## config.mk

```make
export PLATFORM = sky130hd
export DESIGN_NAME = swam_queue
export DESIGN_NICKNAME = d
export VERILOG_FILES = /design/src/rtl/swam_pkg.sv /design/src/rtl/swam_queue.sv
export SDC_FILE = /design/constraint.sdc
export NUM_CORES = 1
export LEC_CHECK = 0
export BUFFER_PORTS_ARGS = -buffer_cell sky130_fd_sc_hd__buf_2
export CAP_MARGIN = 20
export CORE_MARGIN = 1
export CORE_UTILIZATION = 59
export CTS_BUF_LIST = sky130_fd_sc_hd__clkbuf_8
export DETAILED_ROUTE_END_ITERATION = 8
export PLACE_DENSITY = 0.88
export SYNTH_ARGS = -nofsm -noshare
export SYNTH_HDL_FRONTEND = slang
export SYNTH_SLANG_ARGS = --single-unit
```

## constraint.sdc

```tcl
create_clock -name clk -period 7.1 [get_ports clk]
set_input_delay 0.71 -clock clk [delete_from_list [all_inputs] [get_ports clk]]
set_output_delay 0.71 -clock clk [all_outputs]
set_load 0.02 [all_outputs]
```

## src/rtl/swam_pkg.sv

```systemverilog
// ----------------------------------------------------------------------------
// swam_pkg
// shared types and constants for the sensor window average monitor
// ----------------------------------------------------------------------------
package swam_pkg;

    localparam int TABLE_ENTRIES = 32;
    localparam int WINDOW_LENGTH = 8;
    localparam int EIDX_W = $clog2(TABLE_ENTRIES);
    localparam int CNT_W  = $clog2(TABLE_ENTRIES + 1);
    localparam int WPTR_W = (WINDOW_LENGTH > 1) ? $clog2(WINDOW_LENGTH) : 1;
    localparam int FILL_W = $clog2(WINDOW_LENGTH + 1);
    localparam int SAMP_ADDR_W = $clog2(TABLE_ENTRIES * WINDOW_LENGTH);
    localparam int SUM_W  = 16 + $clog2(WINDOW_LENGTH) + 1;
    localparam int SHIFT  = $clog2(WINDOW_LENGTH);
    localparam int QDEPTH = 2;
    localparam int CFG_IDX_W = 1;

    localparam logic [CFG_IDX_W-1:0] CFG_MAX_TEMP = 1'd0;
    localparam logic [CFG_IDX_W-1:0] CFG_MIN_TEMP = 1'd1;

    localparam logic OP_MAP    = 1'b0;
    localparam logic OP_SAMPLE = 1'b1;

    typedef enum logic [2:0] {
        ST_LOADED     = 3'd0,
        ST_NOT_FULL   = 3'd1,
        ST_IN_RANGE   = 3'd2,
        ST_TOO_HOT    = 3'd3,
        ST_TOO_COLD   = 3'd4,
        ST_UNKNOWN    = 3'd5,
        ST_TABLE_FULL = 3'd6
    } status_t;

    typedef struct packed {
        logic               opcode;
        logic [15:0]        sensor_id;
        logic [15:0]        room_id;
        logic signed [15:0] sample_value;
        logic [31:0]        timestamp;
    } cmd_t;

    typedef struct packed {
        status_t            status;
        logic [15:0]        sensor_id;
        logic [15:0]        room_id;
        logic signed [15:0] average;
    } rsp_t;

    typedef enum logic [2:0] {
        EX_IDLE,
        EX_SEARCH,
        EX_READ,
        EX_SUM,
        EX_DONE
    } ex_state_t;

endpackage

```

## src/rtl/swam_queue.sv

```systemverilog
// ----------------------------------------------------------------------------
// swam_queue
// short fifo of command beats between front and back
// ----------------------------------------------------------------------------
module swam_queue (
    input  logic            clk,
    input  logic            rst_n,
    input  logic            push,
    input  swam_pkg::cmd_t  push_data,
    output logic            full,
    input  logic            pop,
    output swam_pkg::cmd_t  pop_data,
    output logic            empty
);
    import swam_pkg::*;

    localparam int PTR_W = $clog2(QDEPTH);

    cmd_t             mem_reg [QDEPTH];
    logic [PTR_W-1:0] wr_reg, rd_reg;
    logic [PTR_W:0]   cnt_reg;

    assign full     = (cnt_reg == (PTR_W+1)'(QDEPTH));
    assign empty    = (cnt_reg == '0);
    assign pop_data = mem_reg[rd_reg];

    always_ff @(posedge clk)
    begin
        if (push && !full)
            mem_reg[wr_reg] <= push_data;
    end

    always_ff @(posedge clk or negedge rst_n)
    begin
        if (!rst_n)
        begin
            wr_reg  <= '0;
            rd_reg  <= '0;
            cnt_reg <= '0;
        end
        else
        begin
            if (push && !full)
                wr_reg <= wr_reg + 1'b1;
            if (pop && !empty)
                rd_reg <= rd_reg + 1'b1;
            cnt_reg <= cnt_reg + (PTR_W+1)'(push && !full) - (PTR_W+1)'(pop && !empty);
        end
    end

    a_no_overflow: assert property (@(posedge clk) disable iff (!rst_n)
        full |=> cnt_reg <= (PTR_W+1)'(QDEPTH))
        else $error("queue count overflow");
    a_pop_moves: assert property (@(posedge clk) disable iff (!rst_n)
        (pop && !empty && !push) |=> cnt_reg == $past(cnt_reg) - 1'b1)
        else $error("pop did not drain");
    a_push_moves: assert property (@(posedge clk) disable iff (!rst_n)
        (push && !full && !(pop && !empty)) |=> cnt_reg == $past(cnt_reg) + 1'b1)
        else $error("push did not fill");
endmodule

```

==> flow_metrics.tcl <==
set metrics [dict create \
    netlist_area_mm2 0.00644 \
    dr.pass1.iters 4 \
    p_seq_share_pct 44.3 \
    synth.area.top_cells "edfxtp_1, mux2_4, buf_12, dfrtp_1, xnor2_1" \
    synth_fp_nets 357 \
    slowest_delay_ns 0.80 \
    period_share_pct 47.6 \
    cts_made_buffers 17 \
    synth-seq-cells 166 \
    drt_iter0_markers 144 \
    final_cell_mix "buf_2, edfxtp_1, mux2_4" \
    post_cts_buffers 0 \
    stdcell_area_mm2 0.00773 \
    vdd_drop_max_mv 0.315 \
    fp-row-count 37 \
    largest_reg_flops 162 \
    cts_tree "built" \
    slowest_stage "dfrtp_4" \
    slew_violations 0 \
    required_ns 6.39 \
    fin_crit_ns 3.38 \
    p_sw_mw 1.06 \
    dp_hpwl_um 6810 \
    cts-root-buf "clkbuf_8" \
    power.density_mw_per_mm2 421 \
    path_clk_slew_ns 0.08 \
    nets 538 \
    internal-power_mw 2.20 \
    grt_pass1_vias 3104 \
    drc_errors 0 \
    die_h_um 106 \
    die_area_mm2 0.0113 \
    wl_per_cell_um 17.0 \
    synth_area_leader_cell "edfxtp_1" \
    area_growth_pct 20.1 \
    postSynthCellCount 270 \
    cts_sinks 166 \
    cts_resized 0 \
    path_max_fanout 51 \
    p_leak_nw 3.15 \
    rsz0062_at_grt "false" \
    fin_worst_skew_ns 0.0108 \
    ys_types 15 \
    synth_area_per_cell_um2 23.9 \
    start_util_pct 61.6 \
    drt-total-wl_um 10200 \
    start_kind "flip-flop" \
    viasPerCell 5.09 \
    hold_violations 0 \
    max_freq_mhz 296 \
    tightest_slew_ns 0.938 \
    fin_cells 601 \
    io_pins 168 \
    crit_type "reg -> out" \
    clkLatencyLatePin_ns 0.43 \
    detail-route-antenna-nets 0 \
    tns_ns 0 \
    cp.arrival_ns 2.67 \
    drv_cap 0 \
    place_area_mm2 0.00733 \
    gp_congestion 0.688 \
    maxSlewHeadroom_pct 37.5 \
    die_width_um 106 \
    total_power_mw 3.26 \
    p_sw_share_pct 32.5 \
    grt_start_max_net_pins 82 \
    core_area_mm2 0.0105 \
    gr-total-overflow 0 \
    endpoint_kind "primary output" \
    pwr-share-comb_pct 36.5 \
    synth.top_cell.area_share_pct 75.5 \
    grt_usage_pct 18.7 \
    status "complete, no violations" \
    num_vias 3058 \
    setup-violations-final 0 \
    drive_above_1_share_pct 60.8 \
    final_common_cell "buf_2" \
    portBuffers 167 \
    place_inst 567 \
    power.share.clock_pct 19.1 \
    yosysWarnings 0 \
    grt_pass1_wl_um 15300 \
    min_path_type "in -> async" \
    antenna_found_initial 2 \
    cts.hold.buffers_added 0 \
    htreeDepth 4 \
    cts_buffer_depth 2 \
    yosysSeqAreaShare_pct 77.1 \
    whs_ns 0.0755 \
    crit_chain "buf_4 > mux2_2 > buf_2" \
]
worst paths after layout:
check,to,slack [ns],from,cells after the start
max,pop_data[68],3.72,rd_reg,3
min,rd_reg,0.08,rst_n,1
max reg2reg,mem_reg[0][16],4.90,cnt_reg[1],5
min reg2reg,cnt_reg[1],0.51,cnt_reg[1],1
max in group asynchronous,rd_reg,6.88,rst_n,1
min in group clk,mem_reg[1][74],0.47,push_data[74],1
metrics by stage:
| stage | setup slack, ns | util, % |
|---|---|---|
| after floorplan | 2.40 | - |
| after global placement | 4.14 | 69.9 |
| after detailed placement | 4.16 | 70.0 |
| after CTS | 3.66 | 73.6 |
| after global routing | 3.58 | 73.9 |
| final | 3.72 | 73.9 |
area by class of cell:
cell class | count | area (um2)
inverter | 2 | 7.51
clock inverter | 15 | 143
multi-input combinational | 93 | 1310
clock buffer | 17 | 234
timing repair buffer | 171 | 898
sequential | 166 | 4970
antenna | 1 | 2.50
fill | 642 | 2730
tap | 136 | 170
worst max-delay path, delay by kind of cell, from the launching register on:
kind / cells / cell delay (ns)
muxes: 1 / 0.41
DFF: 1 / 0.80
buffers and inverters: 2 / 0.96
power groups by stage:
stage	logic (mW)	clock network [mW]	registers (mW)
final	1.19	0.623	1.44
after global routing	1.26	0.676	1.47
after CTS	1.19	0.642	1.45
after detailed placement	1.19	0	1.47
after global placement	1.17	0	1.46
after floorplan	1.00	0	1.42
cells by family after synthesis:
group / after synthesis / synth area share (%)
adders and majority gates: 2 / 0.388
xor gates and xnor gates: 4 / 0.544
DFF: 166 / 77.1
buffers and inverters: 11 / 2.78
muxes: 81 / 18.8
and+or+nand+nor: 6 / 0.466
cell usage after synthesis:
master	instances
xor2_1	1
nor2_1	2
edfxtp_1	162
buf_12	8
mux2_4	79
buf_6	1
nand2b_1	1
ha_1	2
inv_1	2
xnor2_1	3
and3_1	1
nor2b_1	1
nand2_1	1
mux2_2	2
dfrtp_1	4
metal layers:
metal  track usage, %  vias up  wire (um)
met2             31.6      125       5300
li1                 -     1430          -
met1             22.0     1489       4080
met5                0        -         13
met3             6.68       12        716
met4             7.24        2        137
Power figures use the tool's default switching activity.
